--- src/ddm_pkg.sv ---
// ----------------------------------------------------------------------------
// ddm_pkg
// Shared codes, field widths and controller/datapath interface types for the
// middle-delete deque.
// ----------------------------------------------------------------------------
package ddm_pkg;

  localparam int DDM_DEPTH      = 16;
  localparam int DDM_DATA_WIDTH = 32;

  localparam int ACTION_W = 2;
  localparam int VALUE_W  = 32;
  localparam int POS_W    = 4;
  localparam int STATUS_W = 2;
  localparam int OCC_W    = 5;

  localparam logic [ACTION_W-1:0] ACT_PUSH_FRONT = 2'd0;
  localparam logic [ACTION_W-1:0] ACT_PUSH_BACK  = 2'd1;
  localparam logic [ACTION_W-1:0] ACT_DEL_MID    = 2'd2;
  localparam logic [ACTION_W-1:0] ACT_READ       = 2'd3;

  localparam logic [STATUS_W-1:0] ST_OK    = 2'd0;
  localparam logic [STATUS_W-1:0] ST_FULL  = 2'd1;
  localparam logic [STATUS_W-1:0] ST_EMPTY = 2'd2;
  localparam logic [STATUS_W-1:0] ST_RANGE = 2'd3;

  typedef struct packed {
    logic latch;
    logic decode;
    logic push_front;
    logic push_back;
    logic rd_item;
    logic shift_init;
    logic capture;
    logic rd_shift;
    logic shift_wr;
    logic remove_fin;
    logic load_out;
  } ddm_cmd_t;

  typedef struct packed {
    logic [ACTION_W-1:0] action;
    logic                ok;
    logic                shift_done;
  } ddm_stat_t;

endpackage

--- src/ddm_dp.sv ---
// ----------------------------------------------------------------------------
// ddm_dp
// Datapath: circular element store, front pointer, element count, request
// latch, shift index and result/output registers.
// ----------------------------------------------------------------------------
module ddm_dp #(
  parameter int DEPTH      = ddm_pkg::DDM_DEPTH,
  parameter int DATA_WIDTH = ddm_pkg::DDM_DATA_WIDTH
) (
  input  logic                                clk,
  input  logic                                rst_n,
  input  ddm_pkg::ddm_cmd_t                   cmd,
  output ddm_pkg::ddm_stat_t                  stat,
  input  logic        [ddm_pkg::ACTION_W-1:0] in_action,
  input  logic signed [ddm_pkg::VALUE_W-1:0]  in_value,
  input  logic        [ddm_pkg::POS_W-1:0]    in_position,
  output logic        [ddm_pkg::STATUS_W-1:0] out_status,
  output logic signed [ddm_pkg::VALUE_W-1:0]  out_data,
  output logic        [ddm_pkg::OCC_W-1:0]    out_occupancy
);
  import ddm_pkg::*;

  localparam int AW   = (DEPTH > 1) ? $clog2(DEPTH) : 1;
  localparam int CW   = $clog2(DEPTH + 1);
  localparam int SW   = CW + 1;
  localparam int CMPW = (CW > POS_W) ? CW : POS_W;

  logic [DATA_WIDTH-1:0]     mem_r [DEPTH];
  logic [DATA_WIDTH-1:0]     rdata_r;

  logic [ACTION_W-1:0]       act_r;
  logic signed [VALUE_W-1:0] val_r;
  logic [POS_W-1:0]          pos_r;
  logic [AW-1:0]             front_r, front_nxt;
  logic [CW-1:0]             count_r, count_nxt;
  logic [CW-1:0]             idx_r;
  logic                      side_r;
  logic [STATUS_W-1:0]       res_status_r;
  logic [VALUE_W-1:0]        res_data_r;
  logic [STATUS_W-1:0]       out_status_r;
  logic [VALUE_W-1:0]        out_data_r;
  logic [OCC_W-1:0]          out_occ_r;

  logic [CW-1:0]             mid, after, idx_prev, idx_next, rd_logical;
  logic                      empty, full, pos_hit;
  logic [STATUS_W-1:0]       code;
  logic [AW-1:0]             front_dec, front_inc, rd_addr, wr_addr;
  logic                      rd_en, wr_en;
  logic [DATA_WIDTH-1:0]     wr_data;

  function automatic logic [AW-1:0] slot_of(input logic [AW-1:0] f,
                                            input logic [CW-1:0] l);
    logic [SW-1:0] s;
    s = SW'(f) + SW'(l);
    if (s >= SW'(DEPTH)) s = s - SW'(DEPTH);
    return AW'(s);
  endfunction

  assign mid      = count_r >> 1;
  assign after    = count_r - CW'(1) - mid;
  assign empty    = (count_r == '0);
  assign full     = (count_r == CW'(DEPTH));
  assign pos_hit  = (CMPW'(pos_r) < CMPW'(count_r));
  assign idx_prev = idx_r - CW'(1);
  assign idx_next = idx_r + CW'(1);

  always_comb begin
    case (act_r)
      ACT_PUSH_FRONT, ACT_PUSH_BACK: code = full ? ST_FULL : ST_OK;
      ACT_DEL_MID:                   code = empty ? ST_EMPTY : ST_OK;
      default: begin
        if (empty)         code = ST_EMPTY;
        else if (!pos_hit) code = ST_RANGE;
        else               code = ST_OK;
      end
    endcase
  end

  assign stat.action     = act_r;
  assign stat.ok         = (code == ST_OK);
  assign stat.shift_done = side_r ? (idx_r == '0) : (idx_next >= count_r);

  assign front_dec = (front_r == '0) ? AW'(DEPTH - 1) : front_r - AW'(1);
  assign front_inc = (front_r == AW'(DEPTH - 1)) ? '0 : front_r + AW'(1);

  assign rd_logical = cmd.rd_item ? ((act_r == ACT_READ) ? CW'(pos_r) : mid)
                                  : (side_r ? idx_prev : idx_next);
  assign rd_addr = slot_of(front_r, rd_logical);
  assign rd_en   = cmd.rd_item | cmd.rd_shift;

  assign wr_en   = cmd.push_front | cmd.push_back | cmd.shift_wr;
  assign wr_addr = cmd.push_front ? front_dec :
                   cmd.push_back  ? slot_of(front_r, count_r) : slot_of(front_r, idx_r);
  assign wr_data = (cmd.push_front | cmd.push_back) ? DATA_WIDTH'(val_r) : rdata_r;

  always_ff @(posedge clk) begin
    if (wr_en) mem_r[wr_addr] <= wr_data;
    if (rd_en) rdata_r <= mem_r[rd_addr];
  end

  always_comb begin
    front_nxt = front_r;
    count_nxt = count_r;
    if (cmd.push_front) begin
      front_nxt = front_dec;
      count_nxt = count_r + CW'(1);
    end else if (cmd.push_back) begin
      count_nxt = count_r + CW'(1);
    end else if (cmd.remove_fin) begin
      if (side_r) front_nxt = front_inc;
      count_nxt = count_r - CW'(1);
    end
  end

  always_ff @(posedge clk) begin
    if (!rst_n) begin
      front_r <= '0;
      count_r <= '0;
    end else begin
      front_r <= front_nxt;
      count_r <= count_nxt;
    end
  end

  always_ff @(posedge clk) begin
    if (cmd.latch) begin
      act_r <= in_action;
      val_r <= in_value;
      pos_r <= in_position;
    end
    if (cmd.decode) begin
      res_status_r <= code;
      res_data_r   <= '0;
    end
    if (cmd.capture) res_data_r <= VALUE_W'(rdata_r);
    if (cmd.shift_init) begin
      idx_r  <= mid;
      side_r <= (mid < after);
    end
    if (cmd.shift_wr) idx_r <= side_r ? idx_prev : idx_next;
    if (cmd.load_out) begin
      out_status_r <= res_status_r;
      out_data_r   <= res_data_r;
      out_occ_r    <= OCC_W'(count_r);
    end
  end

  assign out_status    = out_status_r;
  assign out_data      = out_data_r;
  assign out_occupancy = out_occ_r;

endmodule

--- src/ddm_ctrl.sv ---
// ----------------------------------------------------------------------------
// ddm_ctrl
// Controller: sequences decode, store reads, middle-removal shifting and the
// result handoff.
// ----------------------------------------------------------------------------
module ddm_ctrl (
  input  logic               clk,
  input  logic               rst_n,
  input  logic               in_valid,
  output logic               in_stall,
  output logic               out_valid,
  input  logic               out_stall,
  input  ddm_pkg::ddm_stat_t stat,
  output ddm_pkg::ddm_cmd_t  cmd
);
  import ddm_pkg::*;

  localparam logic [2:0] S_IDLE   = 3'd0;
  localparam logic [2:0] S_DECODE = 3'd1;
  localparam logic [2:0] S_RDWAIT = 3'd2;
  localparam logic [2:0] S_SHRD   = 3'd3;
  localparam logic [2:0] S_SHWR   = 3'd4;
  localparam logic [2:0] S_DONE   = 3'd5;

  logic [2:0] state_r, state_nxt;
  logic       out_valid_r, out_valid_nxt;

  assign in_stall  = (state_r != S_IDLE);
  assign out_valid = out_valid_r;

  always_comb begin
    state_nxt     = state_r;
    out_valid_nxt = out_valid_r & out_stall;
    cmd           = '0;
    case (state_r)
      S_IDLE: begin
        if (in_valid) begin
          cmd.latch = 1'b1;
          state_nxt = S_DECODE;
        end
      end
      S_DECODE: begin
        cmd.decode = 1'b1;
        state_nxt  = S_DONE;
        if (stat.ok) begin
          case (stat.action)
            ACT_PUSH_FRONT: cmd.push_front = 1'b1;
            ACT_PUSH_BACK:  cmd.push_back  = 1'b1;
            ACT_DEL_MID: begin
              cmd.rd_item    = 1'b1;
              cmd.shift_init = 1'b1;
              state_nxt      = S_RDWAIT;
            end
            default: begin
              cmd.rd_item = 1'b1;
              state_nxt   = S_RDWAIT;
            end
          endcase
        end
      end
      S_RDWAIT: begin
        cmd.capture = 1'b1;
        state_nxt   = (stat.action == ACT_DEL_MID) ? S_SHRD : S_DONE;
      end
      S_SHRD: begin
        if (stat.shift_done) begin
          cmd.remove_fin = 1'b1;
          state_nxt      = S_DONE;
        end else begin
          cmd.rd_shift = 1'b1;
          state_nxt    = S_SHWR;
        end
      end
      S_SHWR: begin
        cmd.shift_wr = 1'b1;
        state_nxt    = S_SHRD;
      end
      S_DONE: begin
        if (!out_valid_r || !out_stall) begin
          cmd.load_out  = 1'b1;
          out_valid_nxt = 1'b1;
          state_nxt     = S_IDLE;
        end
      end
      default: state_nxt = S_IDLE;
    endcase
  end

  always_ff @(posedge clk) begin
    if (!rst_n) begin
      state_r     <= S_IDLE;
      out_valid_r <= 1'b0;
    end else begin
      state_r     <= state_nxt;
      out_valid_r <= out_valid_nxt;
    end
  end

endmodule

--- src/deque_delete_middle_top.sv ---
// ----------------------------------------------------------------------------
// deque_delete_middle_top
// Bounded deque of signed words with push front/back, middle delete and
// indexed read, one result per request.
// ----------------------------------------------------------------------------
// pushes and refused requests pass decode and done; reads add a store-read wait;
// a middle delete then shifts k elements (k at most DEPTH/2), with
// one store read and one store write per shifted element
// requests are handled one at a time; the next is taken while a result waits
// reset: synchronous active-low rst_n empties the deque and clears out_valid
// ----------------------------------------------------------------------------
module deque_delete_middle_top #(
  parameter int DEPTH      = ddm_pkg::DDM_DEPTH,
  parameter int DATA_WIDTH = ddm_pkg::DDM_DATA_WIDTH
) (
  input  logic                                clk,
  input  logic                                rst_n,
  input  logic                                in_valid,
  output logic                                in_stall,
  input  logic        [ddm_pkg::ACTION_W-1:0] in_action,
  input  logic signed [ddm_pkg::VALUE_W-1:0]  in_value,
  input  logic        [ddm_pkg::POS_W-1:0]    in_position,
  output logic                                out_valid,
  input  logic                                out_stall,
  output logic        [ddm_pkg::STATUS_W-1:0] out_status,
  output logic signed [ddm_pkg::VALUE_W-1:0]  out_data,
  output logic        [ddm_pkg::OCC_W-1:0]    out_occupancy
);
  import ddm_pkg::*;

  ddm_cmd_t  cmd;
  ddm_stat_t stat;

  ddm_ctrl u_ctrl (
    .clk       (clk),
    .rst_n     (rst_n),
    .in_valid  (in_valid),
    .in_stall  (in_stall),
    .out_valid (out_valid),
    .out_stall (out_stall),
    .stat      (stat),
    .cmd       (cmd)
  );

  ddm_dp #(
    .DEPTH      (DEPTH),
    .DATA_WIDTH (DATA_WIDTH)
  ) u_dp (
    .clk           (clk),
    .rst_n         (rst_n),
    .cmd           (cmd),
    .stat          (stat),
    .in_action     (in_action),
    .in_value      (in_value),
    .in_position   (in_position),
    .out_status    (out_status),
    .out_data      (out_data),
    .out_occupancy (out_occupancy)
  );

endmodule

--- config.mk ---
export PLATFORM = sky130hd
export DESIGN_NAME = deque_delete_middle_top
export DESIGN_NICKNAME = d
export VERILOG_FILES = /design/src/ddm_pkg.sv /design/src/ddm_dp.sv /design/src/ddm_ctrl.sv /design/src/deque_delete_middle_top.sv
export SDC_FILE = /design/constraint.sdc
export NUM_CORES = 1
export LEC_CHECK = 0
export BUFFER_PORTS_ARGS = -buffer_cell sky130_fd_sc_hd__buf_2
export CAP_MARGIN = 20
export CORE_UTILIZATION = 65
export DETAILED_ROUTE_END_ITERATION = 16
export PLACE_DENSITY = 0.83
export SLEW_MARGIN = 20
export SYNTH_ARGS = -nofsm -noshare
export SYNTH_HDL_FRONTEND = slang
export SYNTH_SLANG_ARGS = --single-unit
--- constraint.sdc ---
create_clock -name clk -period 8.15 [get_ports clk]
set_clock_uncertainty 0.1 [all_clocks]
set_input_delay 0.815 -clock clk [delete_from_list [all_inputs] [get_ports clk]]
set_output_delay 0.815 -clock clk [all_outputs]
set_load 0.03 [all_outputs]
==> impl_metrics.csv, run 1 <==
group,metric,value,unit
layout,drive_gt1_share,24.4,%
floorplan,die_w,205,microns
cts,numCtsBuffers,66,
floorplan,initial_utilization,66.5,%
layout,area_growth,12.5,%
cts,cts_htree_levels,3,
detailed_routing,drt_iter0_drc,1625,
power_and_ir_drop,irDropWorstVdd,0.184,mV
floorplan,dieArea,0.0419,sq mm
synth,synth.avg_cell_area,19.6,sq um
critical_path,reg2reg_depth,13,
synth,synthTopCellsByCount,"edfxtp_1 (661), nand2_1 (132), mux4_2 (128)",
power_and_ir_drop,leakage,10.2,nW
cts,clkTransAtPathRegs,0.06,ns
floorplan,chipHeight,205,microns
synth,netlist_top_cells_area,"edfxtp_1 (74%), mux4_2 (11%), mux2i_1 (3.7%)",
critical_path,path_max_fanout,65,
sta,fin_crit,5.69,ns
synth,yosysMostFrequentCell,"edfxtp_1",
floorplan,placeableCoreArea,0.0401,sq mm
placement,place_hpwl,29900,microns
placement,portBuffers,82,
critical_path,critPathArrivalTime,5.89,ns
detailed_routing,remaining_drc_errors,0,
synth,seq_area_frac_synth,75.4,%
global_routing,grt-ovfl-total,0,
cts,cts_tree,"done",
critical_path,regToRegEndpoint,"u_dp.rdata_r[13]",
detailed_routing,wl_per_cell,28.9,microns
synth,synth_area,0.0267,sq mm
critical_path,critPathCaptureType,"flop",
layout,fin_util,74.9,%
cts,clk_latency,0.59,ns
critical_path,endpoint,"u_dp.rdata_r[13]",
power_and_ir_drop,power-per-cell-area,288,mW/mm^2
detailed_routing,vias,13600,
critical_path,critPathRequiredTime,8.35,ns
synth,synth-edff-count,661,
hold_path,hp-start,"in_value[20]",
detailed_routing,dr.pass1.iters,5,
critical_path,cp-startpoint,"u_dp.count_r[2]",
critical_path,path_class,"reg2reg",
cts,post_cts_buffers,0,
cts,clock_sinks,674,
layout,nets,1551,
synth,ys_async_sr_fraction,0,%
global_routing,antenna_found_initial,1,
cts,holdBufCountCts,0,
synth,synth_top_area_share,74.4,%
global_routing,grt_start_max_net_pins,67,
critical_path,reg2reg_setup_slack,2.46,ns
sta,post-route-period-util,69.8,%
detailed_routing,totalWireLength,59500,microns
run_status,status,"completed",
sta,slew_headroom,22.4,%
hold_path,min_path_type,"in2reg",
run,cap_violations,0,
placement,gp_congestion,0.875,
cts,cts_max_path_buffers,3,
floorplan,boundaryPins,83,
synth,syn-instance-count,1363,
synth,synth_cell_types,60,
sta,tightest_slew,1.16,ns
synth,ys.warnings.count,0,
sta,report.final.hold_viol_count,0,
synth,dominantRegCellSynth,"edfxtp_1",
sta,final-max-slew-violation-count,0,
detailed_routing,vias_per_cell,6.63,
global_routing,grt.total_usage,29.5,%
sta,rsz0062_at_grt,"false",
critical_path,reg2reg_from,"u_dp.count_r[2]",
sta,setup_viol,0,
synth,syn-num-nets,1435,
sta,setup_tns,0,ns
critical_path,worst_setup_path_start_kind,"flop",
sta,fmax,176,MHz
synth,synth_seq_cells,674,
layout,n_antenna_cell,0,
cts,cts_root_buf,"clkbuf_16",
floorplan,rows,73,
global_routing,grt_pass1_vias,14000,
synth,yosys.area.top_type,"edfxtp_1",
detailed_routing,ant_nets,0,
global_routing,grt_pass1_wl,87800,microns
cts,cts-resized-gates,0,
[stage by stage]
step / setup slack (ns) / hold WS [ns] / instances / total power [mW] / instance area, sq um
2_1_floorplan: 3.03 / 0.300 / 1363 / 5.27 / 26700
3_3_place_gp: 2.71 / 0.302 / 1936 / 5.61 / 27900
3_5_place_dp: 2.56 / 0.305 / 1936 / 5.67 / 27900
4_1_cts: 2.55 / 0.269 / 2057 / 8.66 / 30000
5_1_grt: 2.26 / 0.280 / 2057 / 8.88 / 30000
6_report: 2.46 / 0.297 / 2057 / 8.63 / 30000
[power by group]
group          internal (mW)  total [mW]  switching [mW]
clock network           1.72        3.00            1.28
logic                  0.615        1.48           0.861
registers               4.09        4.16          0.0654
[state kept, by name (all words and copies together), names as in the netlist]
| signal | count |
|---|---|
| u_dp.mem_r | 512 |
| u_dp.out_data | 32 |
| u_dp.rdata_r | 32 |
| u_dp.res_data_r | 32 |
| u_dp.val_r | 32 |
| u_dp.count_r | 5 |
| u_dp.idx_r | 5 |
| u_dp.out_occupancy | 5 |
| u_dp.front_r | 4 |
| u_dp.pos_r | 4 |
| u_ctrl.state_r | 3 |
| u_dp.act_r | 2 |
| u_dp.out_status | 2 |
| u_dp.res_status_r | 2 |
| u_ctrl.out_valid | 1 |
| u_dp.side_r | 1 |
[kinds of logic (layout without fill, tap and decap cells)]
group | after synthesis | count (layout) | share of synthesized area (%)
multiplexers | 229 | 229 | 14.6
adder cells (fa/ha/maj) | 30 | 30 | 1.49
XOR/XNOR | 24 | 24 | 0.816
buffers and inverters | 83 | 252 | 1.36
flip-flops | 674 | 674 | 75.4
AND/OR/NAND/NOR | 235 | 235 | 4.11
AO/OA/AOI/OAI | 88 | 88 | 2.24
[layer usage]
layer	wire, microns	global-route usage, %	share of wire (%)	vias to the layer above
met2	30100	48.9	51	868
met4	1830	11.5	3.1	0
met5	0	0	0	-
met1	21800	39.1	37	6966
li1	-	-	-	5668
met3	5710	5.58	9.6	136
[critical path: stages (launching register included)]
cell and delay (ns):
dfxtp_1 0.56, inv_1 0.23, ha_1 0.36, a211o_1 0.29, a31oi_1 0.28, o2111ai_4 0.28, a21oi_1 0.33, ha_4 0.18
inv_1 0.06, fa_4 1.45, buf_12 0.44, mux4_2 0.41, mux2i_1 0.19, mux2i_1 0.11
[how the worst min path moves through the flow]
stage                                    to  slack [ns]  cells after the start
after global routing         u_dp.val_r[20]        0.28                      1
after floorplan            u_dp.out_data[0]        0.30                      0
after detailed placement  u_dp.out_data[18]        0.30                      0
final                        u_dp.val_r[20]        0.30                      1
after global placement     u_dp.out_data[0]        0.30                      0
after CTS                    u_dp.val_r[20]        0.27                      1
[layout make-up]
class	instances	area, sq um
fill	2060	10100
timing repair buffer	110	646
inverter	21	80.1
sequential	674	20100
tap	525	657
clock buffer	87	1750
multi-input combinational	606	6420
clock inverter	34	349
[cells in the final DEF (no fill, tap or decap), types with 19 or more instances in the layout]
| master | count |
|---|---|
| mux4_2 | 128 |
| and2_1 | 35 |
| inv_1 | 19 |
| buf_2 | 82 |
| ha_1 | 26 |
| clkbuf_16 | 67 |
| clkbuf_1 | 20 |
| edfxtp_1 | 661 |
| mux2i_1 | 99 |
| nand2_1 | 131 |
| buf_4 | 26 |
Power figures use the tool's default switching activity.
==> run 2: changes to the inputs <==
--- a/config.mk
+++ b/config.mk
@@ -5,11 +5,12 @@
 export SDC_FILE = /design/constraint.sdc
 export NUM_CORES = 1
 export LEC_CHECK = 0
+export ABC_AREA = 1
 export BUFFER_PORTS_ARGS = -buffer_cell sky130_fd_sc_hd__buf_2
 export CAP_MARGIN = 20
-export CORE_UTILIZATION = 65
+export CORE_UTILIZATION = 62
 export DETAILED_ROUTE_END_ITERATION = 16
-export PLACE_DENSITY = 0.83
+export PLACE_DENSITY = 0.79
 export SLEW_MARGIN = 20
 export SYNTH_ARGS = -nofsm -noshare
 export SYNTH_HDL_FRONTEND = slang
==> constraint.sdc (replaced) <==
create_clock -name clk -period 5.3 [get_ports clk]
set_clock_uncertainty 0.1 [all_clocks]
set_input_delay 0.53 -clock clk [delete_from_list [all_inputs] [get_ports clk]]
set_output_delay 0.53 -clock clk [all_outputs]
set_load 0.03 [all_outputs]
==> impl_metrics.csv, run 2 <==
group,metric,value,unit
critical_path,critPathArrivalTime,5.15,ns
power_and_ir_drop,pwr-share-clk,20.8,%
cts,cts_max_path_buffers,3,
synth,synth_area,0.0274,sq mm
power_and_ir_drop,power_frac_comb,42.4,%
cts,clock_sinks,674,
floorplan,dieArea,0.0450,sq mm
detailed_routing,vias_per_cell,6.24,
detailed_routing,totalWireLength,65300,microns
sta,slew_headroom,30.8,%
sta,setup_tns,0,ns
run_status,status,"completed",
placement,place_hpwl,34000,microns
hold_path,hold_depth,1,
layout,final_cell_mix,"edfxtp_1 (661), nand2_1 (387), o21ai_0 (250)",
layout,n_antenna_cell,0,
global_routing,grt-ovfl-total,0,
detailed_routing,wl_per_cell,22.6,microns
global_routing,grt_start_max_net_pins,157,
layout,largest_register_ffs,512,
placement,portBuffers,82,
floorplan,placeableCoreArea,0.0434,sq mm
sta,final-max-slew-violation-count,0,
sta,rsz0062_at_grt,"false",
synth,yosys.area.top_type,"edfxtp_1",
synth,seq_area_frac_synth,73.4,%
layout,nets,2322,
run,cap_violations,0,
detailed_routing,ant_nets,0,
layout,drive_gt1_share,13.3,%
sta,fin_crit,4.80,ns
cts,cts_htree_levels,3,
detailed_routing,drt_iter0_drc,2361,
sta,report.final.hold_viol_count,0,
sta,tightest_slew,1.03,ns
critical_path,cpMaxStageDelayCell,"dfxtp_1",
power_and_ir_drop,irDropWorstVdd,0.748,mV
power_and_ir_drop,switching_power,8.59,mW
synth,dominantRegCellSynth,"edfxtp_1",
synth,syn-num-nets,2203,
cts,cts_tree,"done",
global_routing,grt_pass1_vias,17700,
detailed_routing,vias,18000,
sta,fmax,208,MHz
synth,syn-instance-count,2131,
synth,ys_async_sr_fraction,0,%
hold_path,min_path_type,"in2reg",
layout,final_common_cell,"edfxtp_1",
sta,setup_viol,0,
floorplan,rows,76,
synth,synth_seq_cells,674,
critical_path,reg2reg_depth,21,
floorplan,initial_utilization,63.2,%
sta,post-route-period-util,90.6,%
placement,gp_congestion,0.934,
critical_path,worst_setup_path_start_kind,"flop",
sta,holdWs,0.0263,ns
cts,cts-resized-gates,0,
layout,largest-register,"u_dp.mem_r",
synth,synthTopCellsByCount,"edfxtp_1 (661), nand2_1 (389), o21ai_0 (251)",
detailed_routing,dr.pass1.iters,7,
critical_path,path_max_fanout,38,
critical_path,cpPeakStageDelay,0.56,ns
critical_path,path_cells,"inv_1, ha_1, nand2_1, nand2_1, nand2_1, nand3_1, nand2_1, nand4_2, nor2_4, o211ai_1, o21ai_0, ha_4, inv_1, fa_2, inv_4, buf_4, a21oi_1, a32o_1, o21ai_0, nand3_1, nand2_1",
global_routing,antenna_found_initial,0,
synth,yosysMostFrequentCell,"edfxtp_1",
cts,numCtsBuffers,68,
cts,clkTransAtPathRegs,0.06,ns
cts,cts_root_buf,"clkbuf_16",
synth,synth_top_area_share,72.5,%
power_and_ir_drop,seqPwrFrac,36.7,%
power_and_ir_drop,power-per-cell-area,700,mW/mm^2
synth,synth.avg_cell_area,12.9,sq um
power_and_ir_drop,p_int,13.2,mW
global_routing,grt.total_usage,29.4,%
cts,clk_latency,0.59,ns
floorplan,boundaryPins,83,
synth,ys.warnings.count,0,
synth,synth-edff-count,661,
floorplan,chipHeight,212,microns
power_and_ir_drop,p_sw_share,39.4,%
power_and_ir_drop,leakage,10.9,nW
detailed_routing,remaining_drc_errors,0,
critical_path,critPathRequiredTime,5.65,ns
floorplan,die_w,212,microns
synth,synth_cell_types,42,
critical_path,critPathCaptureType,"flop",
critical_path,crit_path_frequent_cell,"nand2_1",
synth,netlist_top_cells_area,"edfxtp_1 (72%), nand2_1 (5.3%), o21ai_0 (4.6%)",
layout,area_growth,13.6,%
critical_path,path_class,"reg2reg",
global_routing,grt_pass1_wl,98600,microns
==> run 2: final timing paths <==
path,start,slack [ns],endpoint
setup / recovery,u_dp.count_r[2],0.50,u_dp.rdata_r[11]
hold / removal,in_action[0],0.03,u_dp.act_r[0]
setup reg to reg,u_dp.count_r[2],0.50,u_dp.rdata_r[11]
hold reg to reg,u_dp.res_data_r[13],0.32,u_dp.out_data[13]
==> run 2: worst max-delay path: cells and delay by family (launching register included) <==
kind	cells	cell delay [ns]
buf+inv	4	1.10
fa+ha+maj	3	1.06
simple gates	9	0.96
compound gates	5	0.83
flops	1	0.56
==> run 2: cell type report <==
type	count	area, sq um
Multi-Input combinational cell	1241	6540
Clock inverter	36	267
Inverter	92	353
Tap cell	585	732
Timing Repair Buffer	173	1290
Fill cell	2775	12200
Clock buffer	85	1830
Sequential cell	674	20100
==> run 2: stage by stage <==
step,area [sq um],utilization [%],instances,setup WS (ns),total power [mW]
6_report,31100,71.8,2886,0.499,21.8
5_1_grt,31100,71.8,2886,0.129,22.9
4_1_cts,31100,71.8,2886,0.587,21.7
3_5_place_dp,28900,66.6,2750,0.638,17.1
3_3_place_gp,28900,66.6,2750,0.835,16.7
2_1_floorplan,27400,-,2131,0.880,14.3
==> run 2: repair_timing <==
action / 4_1_cts / 5_1_grt
buffers inserted: 0 / 0
hold buffers: 15 / 0
endpoints found under the hold margin: 15 / 0
==> run 2: per-layer routing <==
metal	GRT usage [%]	routed length, microns
met1	39.0	24500
met4	14.2	2540
met3	4.92	6810
met2	47.8	31500
met5	0	0
==> run 2: power groups by stage <==
stage | Clock (mW) | Sequential [mW] | Combinational [mW]
2_1_floorplan | 0 | 8.13 | 6.14
3_3_place_gp | 0 | 8.07 | 8.61
3_5_place_dp | 0 | 8.10 | 8.99
4_1_cts | 4.58 | 7.99 | 9.13
5_1_grt | 4.79 | 8.05 | 10.1
6_report | 4.54 | 8.00 | 9.24
==> run 2: cell families (layout without fill, tap and decap cells) <==
group / after synthesis / after routing / share of synthesized area [%]
compound gates: 487 / 487 / 10.6
simple gates: 704 / 704 / 10.5
fa+ha+maj: 30 / 30 / 1.45
xor+xnor: 20 / 20 / 0.640
flops: 674 / 674 / 73.4
buf+inv: 216 / 386 / 3.35
